[config.mk]
export PLATFORM = sky130hd
export DESIGN_NAME = multi_slot_length_deframer_top
export DESIGN_NICKNAME = d
export VERILOG_FILES = /design/src/rtl/core/mslddf_pkg.sv /design/src/rtl/core/mslddf_slot_table.sv /design/src/rtl/core/mslddf_parse.sv /design/src/rtl/core/multi_slot_length_deframer_top.sv
export SDC_FILE = /design/constraint.sdc
export NUM_CORES = 1
export LEC_CHECK = 0
export ABC_CLOCK_PERIOD_IN_PS = 4100
export BUFFER_PORTS_ARGS = -buffer_cell sky130_fd_sc_hd__buf_2
export CORE_ASPECT_RATIO = 1.1
export CORE_MARGIN = 5
export CORE_UTILIZATION = 56
export DETAILED_ROUTE_END_ITERATION = 10
export PLACE_DENSITY = 0.76
export REMOVE_ABC_BUFFERS = 1
export SLEW_MARGIN = 0
export SYNTH_ARGS = -nofsm -noshare
export SYNTH_HDL_FRONTEND = slang
export SYNTH_SLANG_ARGS = --single-unit
[constraint.sdc]
create_clock -name clk_i -period 4.1 [get_ports clk_i]
set_clock_uncertainty 0.15 [all_clocks]
set_input_delay 0 -clock clk_i [delete_from_list [all_inputs] [get_ports clk_i]]
set_output_delay 0 -clock clk_i [all_outputs]
set_load 0.03 [all_outputs]
[src/rtl/core/mslddf_pkg.sv]
`default_nettype none

package mslddf_pkg;

  localparam int SLOTS        = 8;
  localparam int USABLE_SLOTS = (SLOTS < 8) ? SLOTS : 8;
  localparam int IDX_W        = (USABLE_SLOTS > 1) ? $clog2(USABLE_SLOTS) : 1;

  localparam logic [3:0] USABLE_SLOTS_N    = 4'(USABLE_SLOTS);
  localparam logic [7:0] LENGTH_POS        = 8'd4;
  localparam logic [7:0] MIN_FRAME_LEN_RST = 8'd8;
  localparam logic [7:0] MAX_FRAME_LEN_RST = 8'd80;

  localparam logic [1:0] REQ_DATA       = 2'd0;
  localparam logic [1:0] REQ_CONNECT    = 2'd1;
  localparam logic [1:0] REQ_DISCONNECT = 2'd2;

  localparam logic CFG_MIN_FRAME_LEN = 1'b0;
  localparam logic CFG_MAX_FRAME_LEN = 1'b1;

  typedef logic [IDX_W-1:0] idx_t;

  typedef struct packed {
    logic [1:0] req_type;
    logic [2:0] slot;
    logic [7:0] data_byte;
    logic       chunk_end;
  } in_t;

  typedef struct packed {
    logic [2:0] out_slot;
    logic       no_free_slot;
    logic [7:0] out_byte;
    logic [7:0] byte_position;
    logic       frame_last;
    logic       malformed;
    logic       dropped;
  } out_t;

  typedef struct packed {
    logic [7:0] pos;
    logic [7:0] exp_len;
    logic       skip;
  } parse_row_t;

  typedef struct packed {
    logic       open;
    parse_row_t row;
    logic       free_found;
    idx_t       free_idx;
  } tbl_status_t;

  typedef struct packed {
    logic       open_set;
    logic       open_clr;
    logic       row_wr;
    idx_t       idx;
    parse_row_t row;
  } tbl_update_t;

endpackage

`default_nettype wire

[src/rtl/core/mslddf_slot_table.sv]
`default_nettype none

module mslddf_slot_table (
  input  wire logic                     clk_i,
  input  wire logic                     rst_ni,
  input  wire mslddf_pkg::idx_t         rd_idx_i,
  input  wire mslddf_pkg::tbl_update_t  upd_i,
  output mslddf_pkg::tbl_status_t       stat_o
);

  logic [mslddf_pkg::USABLE_SLOTS-1:0] open_q;
  mslddf_pkg::parse_row_t              row_q [mslddf_pkg::USABLE_SLOTS];

  always_ff @(posedge clk_i or negedge rst_ni) begin
    if (!rst_ni) begin
      open_q <= '0;
      for (int k = 0; k < mslddf_pkg::USABLE_SLOTS; k++) begin
        row_q[k].pos     <= '0;
        row_q[k].exp_len <= mslddf_pkg::MIN_FRAME_LEN_RST;
        row_q[k].skip    <= 1'b0;
      end
    end else begin
      if (upd_i.open_set) begin
        open_q[upd_i.idx] <= 1'b1;
      end
      if (upd_i.open_clr) begin
        open_q[upd_i.idx] <= 1'b0;
      end
      if (upd_i.row_wr) begin
        row_q[upd_i.idx] <= upd_i.row;
      end
    end
  end

  // lowest closed slot
  always_comb begin
    stat_o.open       = open_q[rd_idx_i];
    stat_o.row        = row_q[rd_idx_i];
    stat_o.free_found = 1'b0;
    stat_o.free_idx   = '0;
    for (int k = mslddf_pkg::USABLE_SLOTS - 1; k >= 0; k--) begin
      if (!open_q[k]) begin
        stat_o.free_found = 1'b1;
        stat_o.free_idx   = mslddf_pkg::IDX_W'(k);
      end
    end
  end

  a_set_clr_excl: assert property (@(posedge clk_i) disable iff (!rst_ni)
    !(upd_i.open_set && upd_i.open_clr))
    else $error("slot opened and closed in the same transaction");

  a_open_only_closed: assert property (@(posedge clk_i) disable iff (!rst_ni)
    upd_i.open_set |-> !open_q[upd_i.idx])
    else $error("connect took a slot that is already open");

  a_open_sticks: assert property (@(posedge clk_i) disable iff (!rst_ni)
    upd_i.open_set |=> open_q[$past(upd_i.idx)])
    else $error("connected slot not marked open");

endmodule

`default_nettype wire

[src/rtl/core/mslddf_parse.sv]
`default_nettype none

module mslddf_parse (
  input  wire mslddf_pkg::in_t          item_i,
  input  wire mslddf_pkg::tbl_status_t  stat_i,
  input  wire logic [7:0]               min_len_i,
  input  wire logic [7:0]               max_len_i,
  output mslddf_pkg::out_t              res_o,
  output mslddf_pkg::tbl_update_t       upd_o
);

  logic       in_range;
  logic       at_len;
  logic       len_bad;
  logic [7:0] next_pos;
  logic [7:0] exp_eff;

  assign in_range = {1'b0, item_i.slot} < mslddf_pkg::USABLE_SLOTS_N;
  assign at_len   = stat_i.row.pos == mslddf_pkg::LENGTH_POS;
  assign len_bad  = (item_i.data_byte < min_len_i) || (item_i.data_byte > max_len_i);
  assign next_pos = stat_i.row.pos + 8'd1;
  assign exp_eff  = at_len ? item_i.data_byte : stat_i.row.exp_len;

  always_comb begin
    res_o          = '0;
    res_o.out_slot = item_i.slot;
    upd_o          = '0;
    upd_o.idx      = item_i.slot[mslddf_pkg::IDX_W-1:0];
    upd_o.row      = stat_i.row;
    case (item_i.req_type)
      mslddf_pkg::REQ_CONNECT: begin
        if (stat_i.free_found) begin
          upd_o.open_set = 1'b1;
          upd_o.idx      = stat_i.free_idx;
          res_o.out_slot = 3'(stat_i.free_idx);
        end else begin
          res_o.out_slot     = '0;
          res_o.no_free_slot = 1'b1;
        end
      end
      mslddf_pkg::REQ_DISCONNECT: begin
        if (in_range) begin
          upd_o.open_clr    = 1'b1;
          upd_o.row_wr      = 1'b1;
          upd_o.row.pos     = '0;
          upd_o.row.exp_len = min_len_i;
          upd_o.row.skip    = 1'b0;
        end
      end
      mslddf_pkg::REQ_DATA: begin
        res_o.out_byte = item_i.data_byte;
        if (!in_range || !stat_i.open) begin
          res_o.dropped = 1'b1;
        end else if (stat_i.row.skip) begin
          res_o.dropped = 1'b1;
          if (item_i.chunk_end) begin
            upd_o.row_wr   = 1'b1;
            upd_o.row.skip = 1'b0;
          end
        end else begin
          res_o.byte_position = stat_i.row.pos;
          upd_o.row_wr        = 1'b1;
          if (at_len && len_bad) begin
            res_o.malformed   = 1'b1;
            upd_o.row.pos     = '0;
            upd_o.row.exp_len = min_len_i;
            upd_o.row.skip    = !item_i.chunk_end;
          end else if (next_pos == exp_eff) begin
            res_o.frame_last  = 1'b1;
            upd_o.row.pos     = '0;
            upd_o.row.exp_len = min_len_i;
          end else begin
            upd_o.row.pos     = next_pos;
            upd_o.row.exp_len = exp_eff;
          end
        end
      end
      default: begin
      end
    endcase
  end

endmodule

`default_nettype wire

[src/rtl/core/multi_slot_length_deframer_top.sv]
// Multi-slot length-prefixed frame deframer.
// Input channel (in_valid_i / in_stall_o / in_i) carries one request per
// transaction: a data byte for a slot, a connect or a disconnect event.
// Output channel (out_valid_o / out_stall_i / out_o) returns exactly one
// result per request, in order: assigned slot, pass-through byte with its
// frame position, frame-complete, malformed-length and dropped flags.
// Configuration channel (cfg_valid_i / cfg_ready_o) writes the minimum
// (index 0) and maximum (index 1) frame length; write it only while idle.
// A request is held in the input register and its result in the result
// register, which drives the output. Throughput: one request per cycle
// unless the output stalls; the per-slot table update is a single
// read-modify-write between the input register and the result register.
// Reset: all slots closed, parse state cleared, lengths 8 and 80.
// While out_stall_i holds, the result register holds; one more request
// sits in the input register, after which in_stall_o rises.
`default_nettype none

module multi_slot_length_deframer_top (
  input  wire logic              clk_i,
  input  wire logic              rst_ni,
  input  wire logic              in_valid_i,
  output logic                   in_stall_o,
  input  wire mslddf_pkg::in_t   in_i,
  output logic                   out_valid_o,
  input  wire logic              out_stall_i,
  output mslddf_pkg::out_t       out_o,
  input  wire logic              cfg_valid_i,
  output logic                   cfg_ready_o,
  input  wire logic              cfg_index_i,
  input  wire logic [7:0]        cfg_data_i
);

  logic                    s1_valid_q, s1_valid_d;
  mslddf_pkg::in_t         s1_item_q;
  logic                    s2_valid_q, s2_valid_d;
  mslddf_pkg::out_t        s2_res_q;
  logic [7:0]              min_len_q;
  logic [7:0]              max_len_q;
  logic                    s2_ready;
  logic                    advance;
  logic                    accept;
  mslddf_pkg::out_t        res;
  mslddf_pkg::tbl_update_t upd_raw;
  mslddf_pkg::tbl_update_t upd;
  mslddf_pkg::tbl_status_t stat;

  assign s2_ready    = !s2_valid_q || !out_stall_i;
  assign advance     = s1_valid_q && s2_ready;
  assign in_stall_o  = s1_valid_q && !s2_ready;
  assign accept      = in_valid_i && !in_stall_o;
  assign cfg_ready_o = 1'b1;
  assign out_valid_o = s2_valid_q;
  assign out_o       = s2_res_q;

  assign s1_valid_d = accept ? 1'b1 : (advance ? 1'b0 : s1_valid_q);
  assign s2_valid_d = s2_ready ? advance : s2_valid_q;

  always_comb begin
    upd          = upd_raw;
    upd.open_set = upd_raw.open_set && advance;
    upd.open_clr = upd_raw.open_clr && advance;
    upd.row_wr   = upd_raw.row_wr && advance;
  end

  always_ff @(posedge clk_i or negedge rst_ni) begin
    if (!rst_ni) begin
      s1_valid_q <= 1'b0;
      s2_valid_q <= 1'b0;
      min_len_q  <= mslddf_pkg::MIN_FRAME_LEN_RST;
      max_len_q  <= mslddf_pkg::MAX_FRAME_LEN_RST;
    end else begin
      s1_valid_q <= s1_valid_d;
      s2_valid_q <= s2_valid_d;
      if (cfg_valid_i && cfg_ready_o) begin
        unique case (cfg_index_i)
          mslddf_pkg::CFG_MIN_FRAME_LEN: min_len_q <= cfg_data_i;
          mslddf_pkg::CFG_MAX_FRAME_LEN: max_len_q <= cfg_data_i;
          default: begin
          end
        endcase
      end
    end
  end

  always_ff @(posedge clk_i) begin
    if (accept) begin
      s1_item_q <= in_i;
    end
    if (advance) begin
      s2_res_q <= res;
    end
  end

  mslddf_slot_table u_slot_table (
    .clk_i    (clk_i),
    .rst_ni   (rst_ni),
    .rd_idx_i (s1_item_q.slot[mslddf_pkg::IDX_W-1:0]),
    .upd_i    (upd),
    .stat_o   (stat)
  );

  mslddf_parse u_parse (
    .item_i    (s1_item_q),
    .stat_i    (stat),
    .min_len_i (min_len_q),
    .max_len_i (max_len_q),
    .res_o     (res),
    .upd_o     (upd_raw)
  );

  a_no_free_slot0: assert property (@(posedge clk_i) disable iff (!rst_ni)
    (out_valid_o && out_o.no_free_slot) |-> (out_o.out_slot == '0))
    else $error("no free slot reported with nonzero slot");

  a_malformed_excl: assert property (@(posedge clk_i) disable iff (!rst_ni)
    (out_valid_o && out_o.malformed) |-> (!out_o.frame_last && !out_o.dropped))
    else $error("malformed result also flagged last or dropped");

  a_dropped_pos0: assert property (@(posedge clk_i) disable iff (!rst_ni)
    (out_valid_o && out_o.dropped) |-> (out_o.byte_position == '0 && !out_o.frame_last))
    else $error("dropped byte carries a frame position");

  a_table_write_on_advance: assert property (@(posedge clk_i) disable iff (!rst_ni)
    (upd.open_set || upd.open_clr || upd.row_wr) |=> s2_valid_q)
    else $error("slot table written without producing a result");

endmodule

`default_nettype wire

==> impl_metrics.yaml, run 1 <==
timing:
  rsz0062_at_grt: "yes"
  fin_ws_ns: -0.0901
  fin_crit_ns: 4.19
  tightest_slew_ns: 1.10
  drv_slew: 0
  fmax_mhz: 239
  max-slew-margin-rel_pct: 26.8
  period_share_pct: 102
  setup_viol_count_final: 76
  hold_viol: 0
  whs_ns: 0.115
layout:
  multi_input_area_sq_mm: 0.00512
  regArea_sq_mm: 0.00518
  drive_gt1_share_pct: 26.9
  fillCellCount: 1221
  antennaDiodeCount: 0
  fin_util_pct: 70.7
  syn2layout_area_growth_pct: 23.6
  stdcell_count: 1318
  fin_nets: 1112
grt:
  grt_pass1_vias: 8217
  track_usage_pct: 26.8
  grt_pass1_wl_mm: 44.0
  overflow: 0
  grt_max_degree: 95
  antenna_found_initial: 0
place:
  post-place-cells: 1229
  dpl_worst_slack_ns: -0.209
  place_congestion: 0.932
  place_hpwl_mm: 17.4
  port_buffers: 52
route:
  vias_per_cell: 6.35
  vias: 8365
  ant_nets: 0
  top_layer: "met4"
  wl_met1_mm: 11.4
  routed-wl-met2_mm: 13.6
  met3WireLength_mm: 2.36
  drt_wl_total_mm: 28.5
  drt_iter0_markers: 823
  wire_per_inst_um: 21.6
  drc: 0
  drt_first_pass_iters: 6
worst_setup_path:
  cp_max_fo: 8
  crit_required_ns: 4.31
  rrSetupSlack_ns: -0.09
  cpMostUsedCell: "mux2i_4"
  crit_chain: "buf_6 -> mux4_2 -> mux2i_4 -> ha_4 -> inv_2 -> a311oi_4 -> nand3_4 -> mux2i_4 -> xnor2_2 -> or4_4 -> buf_8 -> o22ai_1 -> o21ai_1 -> buf_4 -> a31oi_1"
  crit_arrival_ns: 4.40
  worst_setup_path_end_kind: "flop"
  cp_slowest_cell: "or4_4"
  start_kind: "flop"
  max_stage_delay_ns: 0.60
  critPathKind: "flop to flop"
logic_synthesis:
  synthTopCellsByArea: "dfrtp_1 37%, edfxtp_1 11%, mux4_2 7.1%"
  synth_flop_cell: "dfrtp_1"
  synth_xor_area_share_pct: 0.949
  ys_warn_count: 0
  async_flop_share_pct: 81.4
  post_synth_instance_area_sq_mm: 0.0102
  synth_top_family_by_area: "compound AO/OA/AOI/OAI gates"
  synthCells: 944
  yosys.area.top_type: "dfrtp_1"
  synth_edf_count: 37
  synth_top_area_share_pct: 37.2
  synth-simple-area-share_pct: 14.0
  yosys_register_bits: 199
  synthDistinctLibCells: 61
  synth_compound_area_share_pct: 16.2
  synthMuxAreaShare_pct: 12.4
  syn_avg_cell_area_sq_um: 10.8
  ys_seq_area_share_pct: 51.0
  synth_fa_ha_area_share_pct: 2.09
power_and_ir_drop:
  p_leak_nw: 5.10
  ir_worst_vdd_uv: 350
  power_w: 0.00718
  p_per_area_mw_per_mm2: 572
clocking:
  numCtsBuffers: 17
  clk_latency_ns: 0.45
  clockRootBuffer: "clkbuf_16"
  clockBufferDepth: 2
  htreeDepth: 4
  cts_tree: "yes"
  cts_sinks: 199
  cts.reportedPaths.clkPinSlew_ns: 0.07
floorplan:
  coreArea_sq_mm: 0.0177
  rows: 51
  start_util_pct: 57.2
  die_area_sq_mm: 0.0209
  die_width_um: 138
  io_pins: 54
  die_y_um: 151
min_path:
  hold_path.class: "primary input to flop"
run_status:
  status: "finished with violations"
  failed_checks: "setup timing"
run:
  maxCapViolCount: 0
[through the flow]
stage               setup TNS, ns  area (sq um)
finish                      -2.99         12500
global route               -18.61         12500
CTS                             0         12000
detailed placement         -13.02         10900
global placement            -4.08         10900
floorplan                 -142.81          9920
[synthesized netlist by cell type, types with 8 or more instances]
master,instances
a22oi_1,12
mux2i_1,29
a21oi_1,30
nor2b_1,15
buf_2,8
nor3_1,15
dfrtp_1,151
nand3_1,20
o21ai_1,15
nand2_1,64
nand4_1,12
edfxtp_1,37
o21ai_0,44
and2_1,12
nor2_1,128
nand2b_1,16
mux4_2,32
inv_1,25
mux2_2,20
a31oi_1,92
ha_1,17
o31ai_2,8
dfstp_2,11
clkbuf_1,32
[registers in the layout, summed over array words and instances (netlist names), named ones only]
name	count
out_valid_o	1
s1_item_q	14
min_len_q	8
u_slot_table.open_q	7
u_slot_table.row_q	136
max_len_q	8
out_o	23
s1_valid_q	1
[layer usage]
layer  up-vias  track usage (%)
met5         -                0
met4         0             12.7
met3       100             6.16
met2       415             42.9
met1      4110             35.1
li1       3740                -
[timing repair]
| action | 4_1_cts | 5_1_grt |
|---|---|---|
| endpoints found under the hold margin | 121 | 0 |
| hold buffers | 38 | 0 |
| setup buffers | 4 | 17 |
| endpoints found under the setup margin | 124 | 130 |
| resized for setup | 15 | 75 |
| pin swaps | 2 | 38 |
[path summary, 6_finish.rpt]
kind / cells after the start / start / endpoint
hold reg to reg: 2 / u_slot_table.row_q[34] / u_slot_table.row_q[34]
setup / recovery: 15 / s1_item_q[9] / u_slot_table.row_q[91]
hold / removal: 2 / in_i[3] / s1_item_q[3]
min in group asynchronous: 3 / rst_ni / u_slot_table.row_q[102]
max in group asynchronous: 4 / rst_ni / u_slot_table.row_q[120]
setup reg to reg: 15 / s1_item_q[9] / u_slot_table.row_q[91]
[cell families after synthesis]
logic type,count (synthesis)
multiplexers,83
flip-flops,199
XOR/XNOR,11
other,1
buffers and inverters,78
adder cells (fa/ha/maj),17
AND/OR/NAND/NOR,305
AO/OA/AOI/OAI,250
[power by group]
group / switching (W) / leakage (nW) / internal (W)
clock network: 0.000769 / 0.270 / 0.000896
logic: 0.00145 / 2.43 / 0.00117
registers: 0.000328 / 2.40 / 0.00257
[critical path: cells and delay by family (launching register included)]
kind / cells / cell delay, ns
compound gates: 4 / 0.76
xor+xnor: 1 / 0.18
fa+ha+maj: 1 / 0.16
buf+inv: 4 / 0.54
flops: 1 / 0.43
mux: 3 / 1.04
simple gates: 2 / 0.84
[layout make-up]
| type | count | area share [%] |
|---|---|---|
| Clock buffer | 21 | 3.75 |
| Inverter | 25 | 0.748 |
| Clock inverter | 11 | 0.907 |
| Sequential cell | 199 | 41.3 |
| Tap cell | 238 | 2.37 |
| Timing Repair Buffer | 157 | 10.1 |
| Multi-Input combinational cell | 667 | 40.8 |
[placed cells by master, fill, tap and decap left out, types with 29 or more instances in the layout]
cell           count
nand2_1           64
edfxtp_1          37
dfrtp_1          151
mux4_2            32
buf_2             51
a31oi_1           74
dlygate4sd3_1     38
nor2_1           128
buf_4             49
o21ai_0           33
a21oi_1           29
Power figures use the tool's default switching activity.
==> run 2, diff against run 1 <==
--- a/config.mk
+++ b/config.mk
@@ -13,6 +13,7 @@
 export DETAILED_ROUTE_END_ITERATION = 10
 export PLACE_DENSITY = 0.76
 export REMOVE_ABC_BUFFERS = 1
+export SETUP_SLACK_MARGIN = 0.2
 export SLEW_MARGIN = 0
 export SYNTH_ARGS = -nofsm -noshare
 export SYNTH_HDL_FRONTEND = slang
==> run 2 against run 1 <==
Net effect:
- the flow still finishes with violations (setup timing)
- sequential share of layout area down 0.27 points
- critical endpoint is now u_slot_table.row_q[131]
- clock-buffer cell count unchanged
- wire length rose by 1.4%
- critical path depth is 2 higher
- first-iteration DRC count grew 19%
- sequential power barely moved
- critical path type unchanged
==> impl_metrics.yaml, run 2 (same netlist as run 1, synthesis figures left out) <==
floorplan:
  start_util_pct: 57.2
  coreArea_sq_mm: 0.0177
  io_pins: 54
  die_y_um: 151
  die_area_sq_mm: 0.0209
  rows: 51
  die_width_um: 138
layout:
  final_area_sq_mm: 0.0126
  fin_nets: 1119
  stdcell_count: 1325
  layout_commonest_cell: "dfrtp_1"
  layout_common_cells: "151 x dfrtp_1, 128 x nor2_1, 82 x a31oi_1"
  regMostFlops: "u_slot_table.row_q"
  largest_reg_flops: 136
  drive_gt1_share_pct: 28.5
  antennaDiodeCount: 0
  fillCellCount: 1186
  syn2layout_area_growth_pct: 24.4
timing:
  hold_viol: 0
  tightest_slew_ns: 1.10
  period_share_pct: 103
  fmax_mhz: 237
  setup_viol_count_final: 38
  fin_crit_ns: 4.22
  max-slew-margin-rel_pct: 26.7
  fin_ws_ns: -0.125
  rsz0062_at_grt: "yes"
  drv_slew: 0
clocking:
  clk_latency_ns: 0.45
  clockRootBuffer: "clkbuf_16"
  cts_sinks: 199
  clockBufferDepth: 2
  cts.reportedPaths.clkPinSlew_ns: 0.07
  cts_tree: "yes"
  numCtsBuffers: 17
  htreeDepth: 4
power_and_ir_drop:
  power_w: 0.00727
  p_clk_share_pct: 22.8
  p_leak_nw: 5.15
  p_comb_share_pct: 37.3
  intPower_w: 0.00467
  ir_worst_vdd_uv: 365
  p_seq_share_pct: 39.9
  switching_share_pct: 35.7
  p_per_area_mw_per_mm2: 576
  p_sw_w: 0.00260
grt:
  grt_pass1_wl_mm: 45.4
  overflow: 0
  antenna_found_initial: 0
  track_usage_pct: 27.6
  grt_max_degree: 95
  grt_pass1_vias: 8389
route:
  drt_first_pass_iters: 6
  drt_iter0_markers: 978
  wire_per_inst_um: 21.8
  vias_per_cell: 6.43
  vias: 8519
  drc: 0
  ant_nets: 0
  drt_wl_total_mm: 28.9
worst_setup_path:
  crit_arrival_ns: 4.39
  r2r-start: "s1_item_q[9]"
  start_kind: "flop"
  cp_slowest_cell: "mux4_2"
  worst_setup_path_end_kind: "flop"
  crit_required_ns: 4.26
  crit_chain: "buf_6 -> mux4_2 -> mux2i_4 -> ha_4 -> inv_4 -> a311oi_4 -> nand3_4 -> mux2i_4 -> xnor2_2 -> buf_4 -> nor4_4 -> buf_4 -> a211oi_4 -> buf_4 -> a211oi_4 -> buf_6 -> o21ai_1"
  cpMostUsedCell: "buf_4"
  max_stage_delay_ns: 0.55
  r2r_end: "u_slot_table.row_q[131]"
  critPathKind: "flop to flop"
  r2r_cells: 17
  rrSetupSlack_ns: -0.12
  cp_max_fo: 8
place:
  port_buffers: 52
  post-place-cells: 1229
  place_congestion: 0.932
  place_hpwl_mm: 17.4
  place_area_sq_mm: 0.0109
run:
  maxCapViolCount: 0
run_status:
  failed_checks: "setup timing"
  status: "finished with violations"
min_path:
  hold-path-endpoint: "s1_item_q[2]"
  min_from: "in_i[2]"
  holdPathStages: 2
  hold_path.class: "primary input to flop"
## run 2: cell types whose count changed in the layout (fill, tap and decap cells not counted), moves of 3 or more
| cell | change |
|---|---|
| a211oi_1 | -3 |
| o21ai_2 | +12 |
| o21ai_0 | -11 |
| a31oi_2 | -8 |
| a22oi_2 | +3 |
| a31oi_1 | +8 |
| a22oi_1 | -3 |
| buf_4 | +6 |
| buf_6 | +3 |
## run 2: cell type report
class	count	area [sq um]	share of cell area (%)
Tap cell	238	298	2.36
Timing Repair Buffer	164	1320	10.4
Sequential cell	199	5180	41.0
Clock inverter	11	114	0.901
Multi-Input combinational cell	667	5160	40.8
Clock buffer	21	470	3.72
Inverter	25	96.3	0.763
## run 2: metal layers
metal	vias to the layer above	GRT usage, %	part of all wire [%]
li1	3762	-	-
met1	4174	35.9	39
met2	475	44.3	47
met3	108	6.16	8.8
met4	0	13.3	4.7
met5	-	0	0
## run 2: power by group through the flow
stage	clock [W]	combinational [W]	sequential [W]
final	0.00166	0.00271	0.00290
after global routing	0.00176	0.00289	0.00295
after CTS	0.00167	0.00241	0.00287
after detailed placement	0	0.00216	0.00290
after global placement	0	0.00210	0.00288
after floorplan	0	0.00150	0.00287
## run 2: per-stage QoR
stage | setup slack (ns) | hold WS [ns] | setup TNS (ns) | util (%)
finish | -0.125 | 0.117 | -1.88 | 71.2
global route | -0.239 | 0.117 | -10.81 | 71.2
CTS | 0.0762 | 0.103 | 0 | 69.2
detailed placement | -0.209 | -0.109 | -13.02 | 61.6
global placement | -0.0850 | -0.112 | -4.08 | 61.6
floorplan | -1.36 | -0.446 | -142.81 | -
## run 2: worst max-delay path, delay by kind of cell, from the launching register on
family	cells	cell delay [ns]
multiplexers	3	1.04
flip-flops	1	0.45
AO/OA/AOI/OAI	4	0.69
buffers and inverters	6	0.91
AND/OR/NAND/NOR	2	0.47
XOR/XNOR	1	0.18
adder cells (fa/ha/maj)	1	0.18
## run 2: worst max-delay path by stage
stage / from / to
finish: s1_item_q[9] / u_slot_table.row_q[131]
global route: s1_item_q[9] / u_slot_table.row_q[131]
CTS: s1_item_q[9] / u_slot_table.row_q[23]
detailed placement: s1_item_q[9] / u_slot_table.row_q[69]
global placement: s1_item_q[9] / u_slot_table.row_q[8]
floorplan: s1_item_q[9] / u_slot_table.row_q[104]
## run 2: what timing repair did
action | CTS | global route
endpoints found under the hold margin | 121 | 0
buffers inserted | 16 | 10
pin swaps | 28 | 16
endpoints found under the setup margin | 129 | 137
gates resized for setup | 57 | 63
hold buffers | 38 | 0
